File: config.mk
export PLATFORM = sky130hd
export DESIGN_NAME = fixed_point_decimal_formatter
export DESIGN_NICKNAME = d
export VERILOG_FILES = /design/src/fpdf_pkg.sv /design/src/fpdf_div10_stage.sv /design/src/fpdf_serializer.sv /design/src/fixed_point_decimal_formatter.sv
export SDC_FILE = /design/constraint.sdc
export NUM_CORES = 1
export LEC_CHECK = 0
export BUFFER_PORTS_ARGS = -buffer_cell sky130_fd_sc_hd__buf_4
export CORE_ASPECT_RATIO = 0.75
export CORE_MARGIN = 5
export CORE_UTILIZATION = 55
export CTS_CLUSTER_DIAMETER = 80
export CTS_CLUSTER_SIZE = 14
export DETAILED_ROUTE_END_ITERATION = 12
export GPL_ROUTABILITY_DRIVEN = 1
export PLACE_DENSITY = 0.73
export SETUP_SLACK_MARGIN = 0.3
export SLEW_MARGIN = 20
export SYNTH_ARGS = -nofsm -noshare
export SYNTH_HDL_FRONTEND = slang
export SYNTH_SLANG_ARGS = --single-unit
File: constraint.sdc
create_clock -name clk -period 6.3 [get_ports clk]
set_clock_uncertainty 0.2 [all_clocks]
set_input_delay 1.26 -clock clk [delete_from_list [all_inputs] [get_ports clk]]
set_output_delay 1.26 -clock clk [all_outputs]
set_load 0.1 [all_outputs]
File: src/fpdf_pkg.sv
`timescale 1ns / 1ps
// ----------------------------------------------------------------------------
// fpdf_pkg
// shared widths, constants and types of the fixed-point decimal formatter
// ----------------------------------------------------------------------------
package fpdf_pkg;

  localparam int IN_W     = 32;
  localparam int CHAR_W   = 8;
  localparam int DIGIT_W  = 4;
  localparam int NUM_FRAC = 4;
  localparam int NUM_CHARS = 6;
  localparam int CNT_W    = 3;

  // values below the limit fit in 17 bits
  localparam int REM_W    = 17;
  localparam logic [IN_W-1:0] VALUE_LIMIT = 32'd100000;

  // x / 10 == (x * MUL_K) >> MUL_SH, exact for x < 2^22
  localparam int K_W      = 20;
  localparam int MUL_SH   = 23;
  localparam logic [K_W-1:0] MUL_K = 20'hCCCCD;
  localparam int PROD_W   = REM_W + K_W;

  localparam logic [CHAR_W-1:0] ASCII_ZERO = 8'h30;
  localparam logic [CHAR_W-1:0] ASCII_NINE = 8'h39;
  localparam logic [CHAR_W-1:0] ASCII_DOT  = 8'h2E;

  localparam logic [CNT_W-1:0] CNT_FULL = 3'd6;
  localparam logic [CNT_W-1:0] CNT_ONE  = 3'd1;
  localparam logic [CNT_W-1:0] CNT_ZERO = 3'd0;

  // work item moving down the digit pipe
  typedef struct packed {
    logic [REM_W-1:0]            rem;
    logic [NUM_FRAC*DIGIT_W-1:0] digits;
  } fpdf_work_t;

endpackage

File: src/fpdf_div10_stage.sv
`timescale 1ns / 1ps
// ----------------------------------------------------------------------------
// fpdf_div10_stage
// one pipe stage: peels the low decimal digit off the remaining value
// ----------------------------------------------------------------------------
module fpdf_div10_stage (
  input  logic                clk,
  input  logic                rst_n,
  input  logic                en,
  input  logic                in_valid,
  input  fpdf_pkg::fpdf_work_t in_work,
  output logic                out_valid,
  output fpdf_pkg::fpdf_work_t out_work
);

  logic [fpdf_pkg::PROD_W-1:0] prod;
  logic [fpdf_pkg::REM_W-1:0]  quot;
  logic [fpdf_pkg::REM_W-1:0]  quot_x10;
  logic [fpdf_pkg::REM_W-1:0]  digit_full;
  fpdf_pkg::fpdf_work_t        work_nxt;
  logic                        valid_r;
  fpdf_pkg::fpdf_work_t        work_r;

  // reciprocal multiply for the divide by ten
  assign prod = fpdf_pkg::PROD_W'(in_work.rem) * fpdf_pkg::PROD_W'(fpdf_pkg::MUL_K);
  assign quot = fpdf_pkg::REM_W'(prod >> fpdf_pkg::MUL_SH);
  assign quot_x10 = (quot << 3) + (quot << 1);
  assign digit_full = in_work.rem - quot_x10;

  always_comb begin
    work_nxt.rem = quot;
    // new digit enters at the top, older ones move down
    work_nxt.digits = {digit_full[fpdf_pkg::DIGIT_W-1:0],
                       in_work.digits[fpdf_pkg::NUM_FRAC*fpdf_pkg::DIGIT_W-1:fpdf_pkg::DIGIT_W]};
  end

  always_ff @(posedge clk) begin
    if (!rst_n) begin
      valid_r <= 1'b0;
    end else if (en) begin
      valid_r <= in_valid;
    end
  end

  always_ff @(posedge clk) begin
    if (en) begin
      work_r <= work_nxt;
    end
  end

  assign out_valid = valid_r;
  assign out_work  = work_r;

endmodule

File: src/fpdf_serializer.sv
`timescale 1ns / 1ps
// ----------------------------------------------------------------------------
// fpdf_serializer
// turns a finished digit set into six ascii beats, one per cycle
// ----------------------------------------------------------------------------
module fpdf_serializer (
  input  logic                        clk,
  input  logic                        rst_n,
  input  logic                        in_valid,
  input  fpdf_pkg::fpdf_work_t        in_work,
  output logic                        stall,
  output logic                        out_strobe,
  output logic [fpdf_pkg::CHAR_W-1:0] out_text_char,
  output logic                        out_is_last
);

  localparam int BUF_W = fpdf_pkg::NUM_CHARS * fpdf_pkg::CHAR_W;

  logic [BUF_W-1:0]           buf_r;
  logic [BUF_W-1:0]           buf_nxt;
  logic [BUF_W-1:0]           load_chars;
  logic [fpdf_pkg::CNT_W-1:0] cnt_r;
  logic [fpdf_pkg::CNT_W-1:0] cnt_nxt;
  logic                       load_ok;
  logic                       load;

  function automatic logic [fpdf_pkg::CHAR_W-1:0] to_ascii(
    input logic [fpdf_pkg::DIGIT_W-1:0] d
  );
    to_ascii = fpdf_pkg::ASCII_ZERO + fpdf_pkg::CHAR_W'(d);
  endfunction

  assign load_chars = {to_ascii(in_work.rem[fpdf_pkg::DIGIT_W-1:0]),
                       fpdf_pkg::ASCII_DOT,
                       to_ascii(in_work.digits[15:12]),
                       to_ascii(in_work.digits[11:8]),
                       to_ascii(in_work.digits[7:4]),
                       to_ascii(in_work.digits[3:0])};

  // take a new run when empty or when the last beat goes out now
  assign load_ok = (cnt_r == fpdf_pkg::CNT_ZERO) || (cnt_r == fpdf_pkg::CNT_ONE);
  assign load    = in_valid && load_ok;
  assign stall   = in_valid && !load_ok;

  always_comb begin
    buf_nxt = buf_r;
    cnt_nxt = cnt_r;
    if (load) begin
      buf_nxt = load_chars;
      cnt_nxt = fpdf_pkg::CNT_FULL;
    end else if (cnt_r != fpdf_pkg::CNT_ZERO) begin
      buf_nxt = buf_r << fpdf_pkg::CHAR_W;
      cnt_nxt = cnt_r - fpdf_pkg::CNT_ONE;
    end
  end

  always_ff @(posedge clk) begin
    if (!rst_n) begin
      cnt_r <= fpdf_pkg::CNT_ZERO;
    end else begin
      cnt_r <= cnt_nxt;
    end
  end

  always_ff @(posedge clk) begin
    buf_r <= buf_nxt;
  end

  assign out_strobe    = (cnt_r != fpdf_pkg::CNT_ZERO);
  assign out_text_char = buf_r[BUF_W-1 -: fpdf_pkg::CHAR_W];
  assign out_is_last   = (cnt_r == fpdf_pkg::CNT_ONE);

  a_cnt_range: assert property (@(posedge clk) disable iff (!rst_n)
    cnt_r <= fpdf_pkg::CNT_FULL)
    else $error("beat counter out of range");

  a_no_gap: assert property (@(posedge clk) disable iff (!rst_n)
    out_strobe && !out_is_last |=> out_strobe)
    else $error("gap inside a run");

  a_first_digit: assert property (@(posedge clk) disable iff (!rst_n)
    load |=> out_strobe && (out_text_char >= fpdf_pkg::ASCII_ZERO)
             && (out_text_char <= fpdf_pkg::ASCII_NINE))
    else $error("first beat of a run is not a digit");

  a_dot_second: assert property (@(posedge clk) disable iff (!rst_n)
    load |=> ##1 out_strobe && (out_text_char == fpdf_pkg::ASCII_DOT))
    else $error("second beat of a run is not the dot");

endmodule

File: src/fixed_point_decimal_formatter.sv
`timescale 1ns / 1ps
// ----------------------------------------------------------------------------
// fixed_point_decimal_formatter
// formats a time value in 0.1 ms units as six ascii characters D.DDDD
// ----------------------------------------------------------------------------
//
//   channel   direction  handshake            payload
//   input     in         start / busy         in_time_value[31:0]
//   result    out        out_strobe (no back) out_text_char[7:0], out_is_last
//
// - a value is taken at an edge with start high and busy low; values of
//   100000 or more are taken and dropped, giving no beats
// - pipe: input register, four divide-by-ten stages, serializer; the first
//   character reaches the outputs once the serializer loads the digit set
// - the serializer sends one beat per cycle, so its six-beat runs set the
//   sustained rate; the pipe takes values every cycle until it fills
// - busy rises when a finished digit set waits on the serializer; the whole
//   pipe then holds, nothing is lost or repeated
// - synchronous active-low reset clears the valid bits and beat counter
//
module fixed_point_decimal_formatter (
  input  logic                        clk,
  input  logic                        rst_n,
  input  logic                        start,
  output logic                        busy,
  input  logic [fpdf_pkg::IN_W-1:0]   in_time_value,
  output logic                        out_strobe,
  output logic [fpdf_pkg::CHAR_W-1:0] out_text_char,
  output logic                        out_is_last
);

  localparam int N_DIV = fpdf_pkg::NUM_FRAC;

  logic                 stall;
  logic                 adv;
  logic                 accept;
  logic                 in_range;

  // input register stage
  logic                 v0_r;
  fpdf_pkg::fpdf_work_t w0_r;
  fpdf_pkg::fpdf_work_t w0_nxt;

  // divide chain taps
  logic                 dv   [N_DIV+1];
  fpdf_pkg::fpdf_work_t dw   [N_DIV+1];

  assign adv      = !stall;
  assign busy     = stall;
  assign accept   = start && !busy;
  assign in_range = (in_time_value < fpdf_pkg::VALUE_LIMIT);

  always_comb begin
    w0_nxt.rem    = in_time_value[fpdf_pkg::REM_W-1:0];
    w0_nxt.digits = '0;
  end

  // out-of-range values never get a valid bit
  always_ff @(posedge clk) begin
    if (!rst_n) begin
      v0_r <= 1'b0;
    end else if (adv) begin
      v0_r <= accept && in_range;
    end
  end

  always_ff @(posedge clk) begin
    if (adv) begin
      w0_r <= w0_nxt;
    end
  end

  assign dv[0] = v0_r;
  assign dw[0] = w0_r;

  // one decimal digit per stage, low digit first
  for (genvar g = 0; g < N_DIV; g++) begin : g_div
    fpdf_div10_stage u_stage (
      .clk       (clk),
      .rst_n     (rst_n),
      .en        (adv),
      .in_valid  (dv[g]),
      .in_work   (dw[g]),
      .out_valid (dv[g+1]),
      .out_work  (dw[g+1])
    );
  end

  // after the last stage the remainder is the leading digit
  fpdf_serializer u_ser (
    .clk           (clk),
    .rst_n         (rst_n),
    .in_valid      (dv[N_DIV]),
    .in_work       (dw[N_DIV]),
    .stall         (stall),
    .out_strobe    (out_strobe),
    .out_text_char (out_text_char),
    .out_is_last   (out_is_last)
  );

endmodule

### Yosys cells after proc, flatten, opt, wreduce, memory -nomap -nowiden

Cells that the tools add are included.

* order comparisons: 1
* add/sub/neg operators: 14
* bitwise operators: 1
* multipliers: 4
* equal/unequal tests: 1
* reduce and logical (&&, ||, !) cells: 11
* multiplexer cells: 4

Operator list (number)
* $mux W48: 2
* $mul A17 B20 Y37 const B: 1
* $add A6 B4 Y7 const A: 5
* $mul A14 B20 Y34 const B: 1
* $lt A32 B17 Y1 const B: 1
* $mul A11 B20 Y31 const B: 1
* $mul A8 B20 Y27 const B: 1
* $add A4 B4 Y4: 4
* $sub A4 B4 Y4: 4
* $mux W3: 2
* $logic_and A1 B1 Y1: 4
* $eq A3 B1 Y1 const B: 1
* $logic_not A3 Y1: 1
* $reduce_bool A3 Y1: 1
* $sub A3 B1 Y3 const B: 1
* $logic_not A1 Y1: 2
* $reduce_bool A2 Y1: 1
* $reduce_or A2 Y1: 1
* $logic_or A1 B1 Y1: 1
* $not A1 Y1: 1

* input port bits: 35
* logic and storage cells: 54
* flip-flop bits (word level): 150
* output and inout bits: 11

### Logic depth before layout (Yosys ltp)

Gate-level depths: netlist (run 1).

* word-level depth: 7
* gate-level depth with buffers: 25

### Hierarchy

A second synthesis (run 1) with hierarchy kept.

* cell total of the unflattened synthesis: 2243
* area total of the unflattened synthesis: 24862.6 um2

By module, submodules not included
* fpdf_div10_stage (g_div[0].u_stage ...): cells each 524, instances 2, area an instance 5650.4 um2
* fpdf_div10_stage (g_div[2].u_stage): cells each 536, instances 1, area an instance 5691.7 um2
* fpdf_div10_stage (g_div[3].u_stage): cells each 505, instances 1, area an instance 5550.3 um2
* fpdf_serializer: cells each 121, instances 1, area an instance 1675.4 um2
* fixed_point_decimal_formatter: cells each 33, instances 1, area an instance 644.4 um2

### Worst setup path before layout (run 1)

No wires, ideal clock.

* path kind: reg2reg
* start point: register w0_r (netlist bit dw[154])
* end point: register g_div[0].u_stage.work_r (netlist bit g_div[0].u_stage.out_work[29]), data pin
* setup time: 136 ps
* arrival time: 5624 ps
* required time: 5964 ps
* stages on the path, launching flop included: 20
* path slack: 340 ps
* period minus slack after synthesis: 5960 ps
* buffers on the path: 0
* path through: edfxtp_1 -> inv_1 -> ha_1 -> fa_1 -> fa_1 -> inv_1 -> fa_1 -> inv_1 -> fa_1 -> fa_1 -> inv_1 -> ha_1 -> a21oi_1 -> o221ai_1 -> a221oi_2 -> nand3_2 -> a41o_1 -> a221o_1 -> or4_1 -> nand3_1

* word-level cells in the longest chain between the ends: 1

RTL lines
* start: declaration: line fixed_point_decimal_formatter.sv:41 `fpdf_pkg::fpdf_work_t w0_r;`
* start signal: assignment: line fixed_point_decimal_formatter.sv:69 `w0_r <= w0_nxt;`
* $mul A17 B20 Y37: line fpdf_div10_stage.sv:25 `assign prod = fpdf_pkg::PROD_W'(in_work.rem) * fpdf_pkg::PROD_W'(fpdf_pkg::MUL_K);`
* net g_div[0].u_stage.prod (one bit): line fpdf_div10_stage.sv:16 `logic [fpdf_pkg::PROD_W-1:0] prod;`
* end signal: assignment: line fpdf_div10_stage.sv:47 `work_r <= work_nxt;`
* end: declaration: line fpdf_div10_stage.sv:22 `fpdf_pkg::fpdf_work_t work_r;`

The timed path passes the listed nets, and every way through them passes these cells.
A chain may end at the register's enable or synchronous reset.

### Worst setup path after layout (run 1)

* start point: register w0_r (netlist bit dw[150])
* end point: register g_div[0].u_stage.work_r (netlist bit g_div[0].u_stage.out_work[29]), data pin

Same word-level chain as after synthesis.

==> results of run 1 <==
[stage by stage]
stage                     setup WS, ps  utilization (%)  instance area [um^2]  instances  hold slack (ps)
final                             80.8             64.7                 19700       2098              215
after global routing             -53.1             64.7                 19700       2098              219
after CTS                          283             62.6                 19000       2066              211
after detailed placement          -229             59.1                 17900       2010              205
after global placement            86.7             59.1                 17900       2010              201
after floorplan                    340                -                 17000       1565              200
[cell type report]
class,instances,area share (%)
inverters,381,7.30
multi-input cells,1023,61.7
well taps,399,2.54
repair buffers,122,4.79
clock inverters,14,0.726
flip-flops and latches,141,20.7
clock buffers,18,2.23
[what timing repair did]
item	in CTS	in global routing
endpoints found under the setup margin	17	22
setup buffers	24	32
resized for setup	61	77
pin swaps	55	51
[kinds of logic (layout without fill, tap and decap cells)]
group / after synthesis / after routing / synth area share, %
flops: 141 / 141 / 23.9
xor+xnor: 57 / 57 / 2.93
other cells: 1 / 1 / 0.0220
fa+ha+maj: 570 / 570 / 50.5
mux: 12 / 12 / 0.705
buf+inv: 401 / 535 / 9.01
compound gates: 157 / 157 / 6.24
simple gates: 226 / 226 / 6.65
[cells in the mapped netlist (all sizes together), types with 9 or more instances]
master	instances
ha	374
o21a	13
edfxtp	125
fa	196
xor2	18
o21ai	23
a21oi	46
buf	9
and2	9
a21o	18
nand3	32
nor2	36
xnor2	39
nand4	12
inv	380
and3	12
clkbuf	11
mux2i	12
dfxtp	16
nand2	66
nor3	18
[registers in the layout, summed over array words and instances (netlist names)]
signal,flops
u_ser.cnt_r,3
v0_r,1
g_div.u_stage.out_work,77
dw,17
u_ser.buf_r,39
g_div.u_stage.out_valid,4
[worst max-delay path by stage]
stage,slack (ps),endpoint,depth (start not counted),startpoint
after floorplan,340,g_div[0].u_stage.out_work[29],19,dw[154]
after global placement,90,g_div[0].u_stage.out_work[15],20,dw[158]
after detailed placement,-230,g_div[0].u_stage.out_work[15],21,dw[154]
after CTS,280,g_div[0].u_stage.out_work[29],19,dw[150]
after global routing,-50,g_div[0].u_stage.out_work[15],20,dw[150]
final,80,g_div[0].u_stage.out_work[29],19,dw[150]
[routing by layer]
| metal | vias to the layer above | track usage [%] |
|---|---|---|
| met5 | - | 0 |
| li1 | 5455 | - |
| met2 | 268 | 32.0 |
| met1 | 5614 | 31.3 |
| met4 | 0 | 2.80 |
| met3 | 28 | 5.30 |
==> results.rst, run 1 <==
.. list-table::
   :header-rows: 1

   * - Metric
     - Value
   * - Outcome
     - completed
   * - Antenna viol nets, final
     - 0
   * - Drc violations
     - 0
   * - Share of Yosys cell area claimed by the top area cell type
     - 27.5%
   * - Width of the chip
     - 213 um
   * - Setup_tns
     - 0 ps
   * - Count of H-tree levels built during CTS
     - 4
   * - Dpl hpwl
     - 29.3 mm
   * - CTS clk-pin slew, worst paths
     - around 70 ps
   * - Site row count
     - between 50 and 60
   * - Number of enable flip-flop cells after synthesis
     - 125
   * - R2R Setup Slk
     - around 81 ps
   * - Post-layout min period
     - 6220 ps
   * - Mean Syn Cell Area
     - 10.9 um^2
   * - Layout Area Growth over Synthesis
     - 15.4%
   * - CP Cell Sequence
     - ha_4, inv_4, fa_2, fa_1, inv_1, fa_1, inv_2, fa_1, fa_1, inv_2, ha_4, nand4_1, nor2_1, a221oi_2, nand3_2, a41o_1, a221o_1, or4_1, nand3_1
   * - Number of port buffers
     - 45
   * - Biggest area contributors in the synthesized netlist
     - ha_1 (27%), fa_1 (23%), edfxtp_1 (22%), inv_1 (8.4%), xnor2_1 (2.0%)
   * - Number of max-capacitance violations reported
     - 0
   * - End of the worst hold path
     - g_div[1].u_stage.out_work[11]
   * - Slew of the pin with the lowest slew margin
     - just over 800 ps
   * - Final-report hold violation count
     - 0
   * - Min-Delay Path Class
     - flop to flop
   * - Synthesized netlist net count
     - between 2,000 and 2,500
   * - Async set or reset register ratio after synthesis
     - 0%
   * - Commonest non-fill, non-tap cells in the layout
     - inv_1 (362), ha_1 (340), fa_1 (181), edfxtp_1 (125), buf_4 (115)
   * - Antenna violations before repair
     - 0
   * - Number of global-route vias before repair
     - about 12,000
   * - Number of iterations in the first detailed-routing pass
     - 5
   * - Die footprint
     - 34,600 um^2
   * - Max Root-Sink Buffers
     - 2
   * - Yosys synthesis warning count
     - 0
   * - R2R cell count
     - 19
   * - Number of standard cells after synthesis
     - 1,565
   * - Leading cell type in the layout, fill and taps excluded
     - inv_1
   * - Share of cells above drive strength 1
     - roughly 16%
   * - Post-synthesis cell type count
     - 60
   * - Kind of start point of the critical path
     - flop
   * - Part of the cycle the worst path needs
     - 98.7%
   * - Arrival @ worst endpoint
     - approximately 6300 ps
   * - Rel. slew slack
     - 46.0%
   * - IO Pins
     - 46
   * - Post-synthesis sequential element count
     - 141
   * - Post-Synthesis Cell Area
     - 17,000 um^2
   * - Uppermost signal routing layer after detailed routing
     - met4
   * - GRT overflow
     - 0
   * - Via count
     - about 11,000
   * - Most Frequent Cell on Critical Path
     - fa_1
   * - Global router's overall resource usage
     - 20.9%
   * - RD Place Congestion
     - 0.948
   * - Unrepaired setup endpoints after global routing
     - true
   * - Starting DRT DRC Count
     - 748
   * - Number of buffers created by CTS
     - 17
   * - Largest net degree at the start of global routing
     - 49
   * - Filler cells
     - 2,220
   * - Count of inserted antenna diode cells
     - 0
   * - Final Slew Violations
     - 0
   * - # nets final
     - roughly 2,300
   * - Final Setup Violations
     - 0
   * - Kind of capture point of the worst setup path
     - flop
   * - Critical-path maximum fanout
     - 4
   * - Root buf cell
     - clkbuf_16
   * - CTS tree
     - built
   * - Worst path max stage delay
     - 580 ps
   * - Initial Utilization
     - 56.1%
   * - Amount of wire on met3 after detailed routing
     - 2.28 mm
   * - Most area-hungry cell type in the Yosys netlist
     - ha_1
   * - Maximum achievable frequency
     - 161 MHz
   * - Count of hold-fix buffers inserted at cts
     - 0
   * - Commonest register cell after synthesis
     - edfxtp_1
   * - Hold wc startpoint
     - g_div[0].u_stage.out_work[15]
   * - Crit path max-delay cell type
     - fa_1
   * - Crit Reg-Reg Startpoint
     - dw[150]
   * - Met2 Wirelength
     - 17.4 mm
   * - Wire length of the first global-routing pass
     - 58.1 mm
   * - Area of all sequential standard cells
     - roughly 4100 um^2
   * - Post-detailed-route wirelength per cell
     - 17.7 um
   * - Critical register-to-register path endpoint
     - g_div[0].u_stage.out_work[29]
   * - Core box area
     - 30,300 um^2
   * - Required @ worst endpoint
     - 6390 ps
   * - Number of buffers and inverters on the critical path
     - 4
   * - Top Family by Delay on Critical Path
     - adder cells
   * - Height of the die
     - 162 um
   * - Insertion delay of the later-clocked pin in the worst-skew pair
     - 430 ps
   * - Total wire length after detailed routing
     - 37.2 mm
   * - Clock tree sinks
     - 141
   * - DR vias/cell
     - ~5.4
   * - Wire length on met1
     - 17.3 mm
   * - Cell depth of the worst min-delay path
     - 0
   * - Part of the Yosys area used for sequential elements
     - 23.9%
   * - Type of the setup path with the least slack
     - flop to flop
   * - Area of the multi-input gates
     - 12,100 um^2
Power of run 1 is not shown: default switching activity piles up to over one toggle a cycle in this logic, so the estimate is an artifact.
==> run 2: changes to the inputs <==
Settings changed: CTS_BUF_LIST set to sky130_fd_sc_hd__clkbuf_4 sky130_fd_sc_hd__clkbuf_8.
==> results.rst, run 2 (synthesis gave the netlist of run 1 again) <==
.. list-table::
   :header-rows: 1

   * - Metric
     - Value
   * - Final-report hold violation count
     - 0 (unchanged)
   * - R2R cell count
     - 19 (unchanged)
   * - Number of buffers created by CTS
     - 17 (unchanged)
   * - Count of H-tree levels built during CTS
     - 4 (unchanged)
   * - Worst path max stage delay
     - 580 ps (about the same)
   * - Antenna violations before repair
     - 0 (unchanged)
   * - Die footprint
     - 34,600 um^2 (unchanged)
   * - Required @ worst endpoint
     - 6410 ps (+20 ps)
   * - CTS clk-pin slew, worst paths
     - 100 ps (+30 ps)
   * - Crit Reg-Reg Startpoint
     - dw[151]
   * - Largest net degree at the start of global routing
     - 49 (unchanged)
   * - Rel. slew slack
     - 46.4% (+0.39 points)
   * - Post-layout min period
     - 6220 ps (-1.34 ps)
   * - Wire length of the first global-routing pass
     - 57.1 mm (-1.7%)
   * - Starting DRT DRC Count
     - 729 (-2.5%)
   * - Width of the chip
     - 213 um (unchanged)
   * - Number of global-route vias before repair
     - 11,400 (-1.2%)
   * - Post-detailed-route wirelength per cell
     - 17.1 um (-3.7%)
   * - Number of port buffers
     - 45 (unchanged)
   * - Count of inserted antenna diode cells
     - 0 (unchanged)
   * - Cell depth of the worst min-delay path
     - 0 (unchanged)
   * - Share of cells above drive strength 1
     - 16.0% (+0.078 points)
   * - Layout Area Growth over Synthesis
     - 14.0%
   * - Count of hold-fix buffers inserted at cts
     - 0 (unchanged)
   * - Number of max-capacitance violations reported
     - 0 (unchanged)
   * - End of the worst hold path
     - g_div[1].u_stage.out_work[10]
   * - Maximum achievable frequency
     - 161 MHz (about the same)
   * - Critical-path maximum fanout
     - 4 (unchanged)
   * - # nets final
     - 2,289 (-0.087%)
   * - Setup_tns
     - 0 ps (unchanged)
   * - Hold wc startpoint
     - g_div[0].u_stage.out_work[14]
   * - Crit path max-delay cell type
     - fa_1
   * - Final Setup Violations
     - 0 (unchanged)
   * - GRT overflow
     - 0 (unchanged)
   * - Site row count
     - 55 (unchanged)
   * - Root buf cell
     - clkbuf_8
   * - Kind of start point of the critical path
     - flop
   * - Min-Delay Path Class
     - flop to flop
   * - Via count
     - 11,300 (-0.87%)
   * - Leading cell type in the layout, fill and taps excluded
     - inv_1
   * - Slew of the pin with the lowest slew margin
     - 803 ps (-5.79 ps)
   * - DR vias/cell
     - 5.38 (-0.78%)
   * - Initial Utilization
     - 56.1% (unchanged)
   * - Critical register-to-register path endpoint
     - g_div[0].u_stage.out_work[29]
   * - Total wire length after detailed routing
     - 35.8 mm (-3.8%)
   * - RD Place Congestion
     - 0.948 (unchanged)
   * - Outcome
     - completed
   * - Global router's overall resource usage
     - 20.5% (-0.46 points)
   * - Most Frequent Cell on Critical Path
     - fa_1
   * - Arrival @ worst endpoint
     - 6330 ps (+20 ps)
   * - Kind of capture point of the worst setup path
     - flop
   * - Drc violations
     - 0 (unchanged)
   * - Commonest non-fill, non-tap cells in the layout
     - inv_1 (363), ha_1 (341), fa_1 (182), edfxtp_1 (125), buf_4 (113)
   * - Part of the cycle the worst path needs
     - 98.7% (about the same)
   * - IO Pins
     - 46 (unchanged)
   * - Unrepaired setup endpoints after global routing
     - true
   * - Height of the die
     - 162 um (unchanged)
   * - R2R Setup Slk
     - 80 ps (about the same)
   * - Type of the setup path with the least slack
     - flop to flop
   * - Core box area
     - 30,300 um^2 (unchanged)
   * - Number of iterations in the first detailed-routing pass
     - 7 (+2)
   * - Clock tree sinks
     - 141 (unchanged)
   * - Insertion delay of the later-clocked pin in the worst-skew pair
     - 450 ps (+20 ps)
   * - Antenna viol nets, final
     - 0 (unchanged)
   * - CP Cell Sequence
     - ha_4, inv_2, fa_2, fa_1, inv_1, fa_1, inv_2, fa_1, fa_1, inv_2, ha_4, a21oi_2, o221ai_2, a221oi_2, nand3_2, a41o_1, a221o_1, or4_1, nand3_1
   * - Max Root-Sink Buffers
     - 2 (unchanged)
   * - Final Slew Violations
     - 0 (unchanged)
   * - Dpl hpwl
     - 29.3 mm (unchanged)
   * - CTS tree
     - built
   * - Max reg flops
     - 77 (unchanged)
[run 2: cell count changes in the layout (fill, tap and decap cells not counted), moves of 2 or more]
cell,change
ha_4,-3
buf_4,-2
ha_2,+2
nand2_2,+3
a21oi_2,-2
nand2_1,-3
xnor2_2,+3
clkbuf_8,+17
xnor2_1,-3
clkbuf_16,-17
[run 2: worst max-delay path: cells and delay by family, from the launching register on]
kind,cells,cell delay [ps]
compound gates,5,1240
fa+ha+maj,7,3140
flops,1,460
buf+inv,4,200
simple gates,3,830
[run 2: how the worst max path moves through the flow]
stage	start	to	slack, ps	cells after the start
6_report	dw[151]	g_div[0].u_stage.out_work[29]	80	19
5_1_grt	dw[151]	g_div[0].u_stage.out_work[29]	-100	19
4_1_cts	dw[150]	g_div[0].u_stage.out_work[15]	190	22
3_5_place_dp	dw[154]	g_div[0].u_stage.out_work[15]	-230	21
3_3_place_gp	dw[158]	g_div[0].u_stage.out_work[15]	90	20
2_1_floorplan	dw[154]	g_div[0].u_stage.out_work[29]	340	19
[run 2: final cells by class]
class,count,area (um^2)
multi-input combinational,1023,12100
fill,2257,10900
sequential,141,4070
inverter,381,1430
timing repair buffer,120,927
tap,399,499
clock buffer,18,248
clock inverter,14,143
[run 2: metrics by stage]
| step | instance area (um^2) | utilization (%) | setup slack [ps] | hold slack (ps) | instances |
|---|---|---|---|---|---|
| 6_report | 19400 | 64.0 | 82.1 | 212 | 2096 |
| 5_1_grt | 19400 | 64.0 | -96.7 | 217 | 2096 |
| 4_1_cts | 18700 | 61.6 | 186 | 209 | 2062 |
| 3_5_place_dp | 17900 | 59.1 | -229 | 205 | 2010 |
| 3_3_place_gp | 17900 | 59.1 | 86.7 | 201 | 2010 |
| 2_1_floorplan | 17000 | - | 340 | 200 | 1565 |
[run 2: routing by layer]
layer | GRT usage (%) | vias to the layer above | routed length (um)
met3 | 4.66 | 40 | 2160
met5 | 0 | - | 0
met1 | 31.2 | 5513 | 17000
li1 | - | 5455 | -
met2 | 31.0 | 258 | 16300
met4 | 2.63 | 0 | 340
[run 2: timing repair]
action / 4_1_cts / 5_1_grt
gates resized for setup: 44 / 94
pin swaps: 34 / 66
setup buffers: 20 / 34
setup endpoints to repair: 17 / 26
Power of run 2 is left out for the same reason.
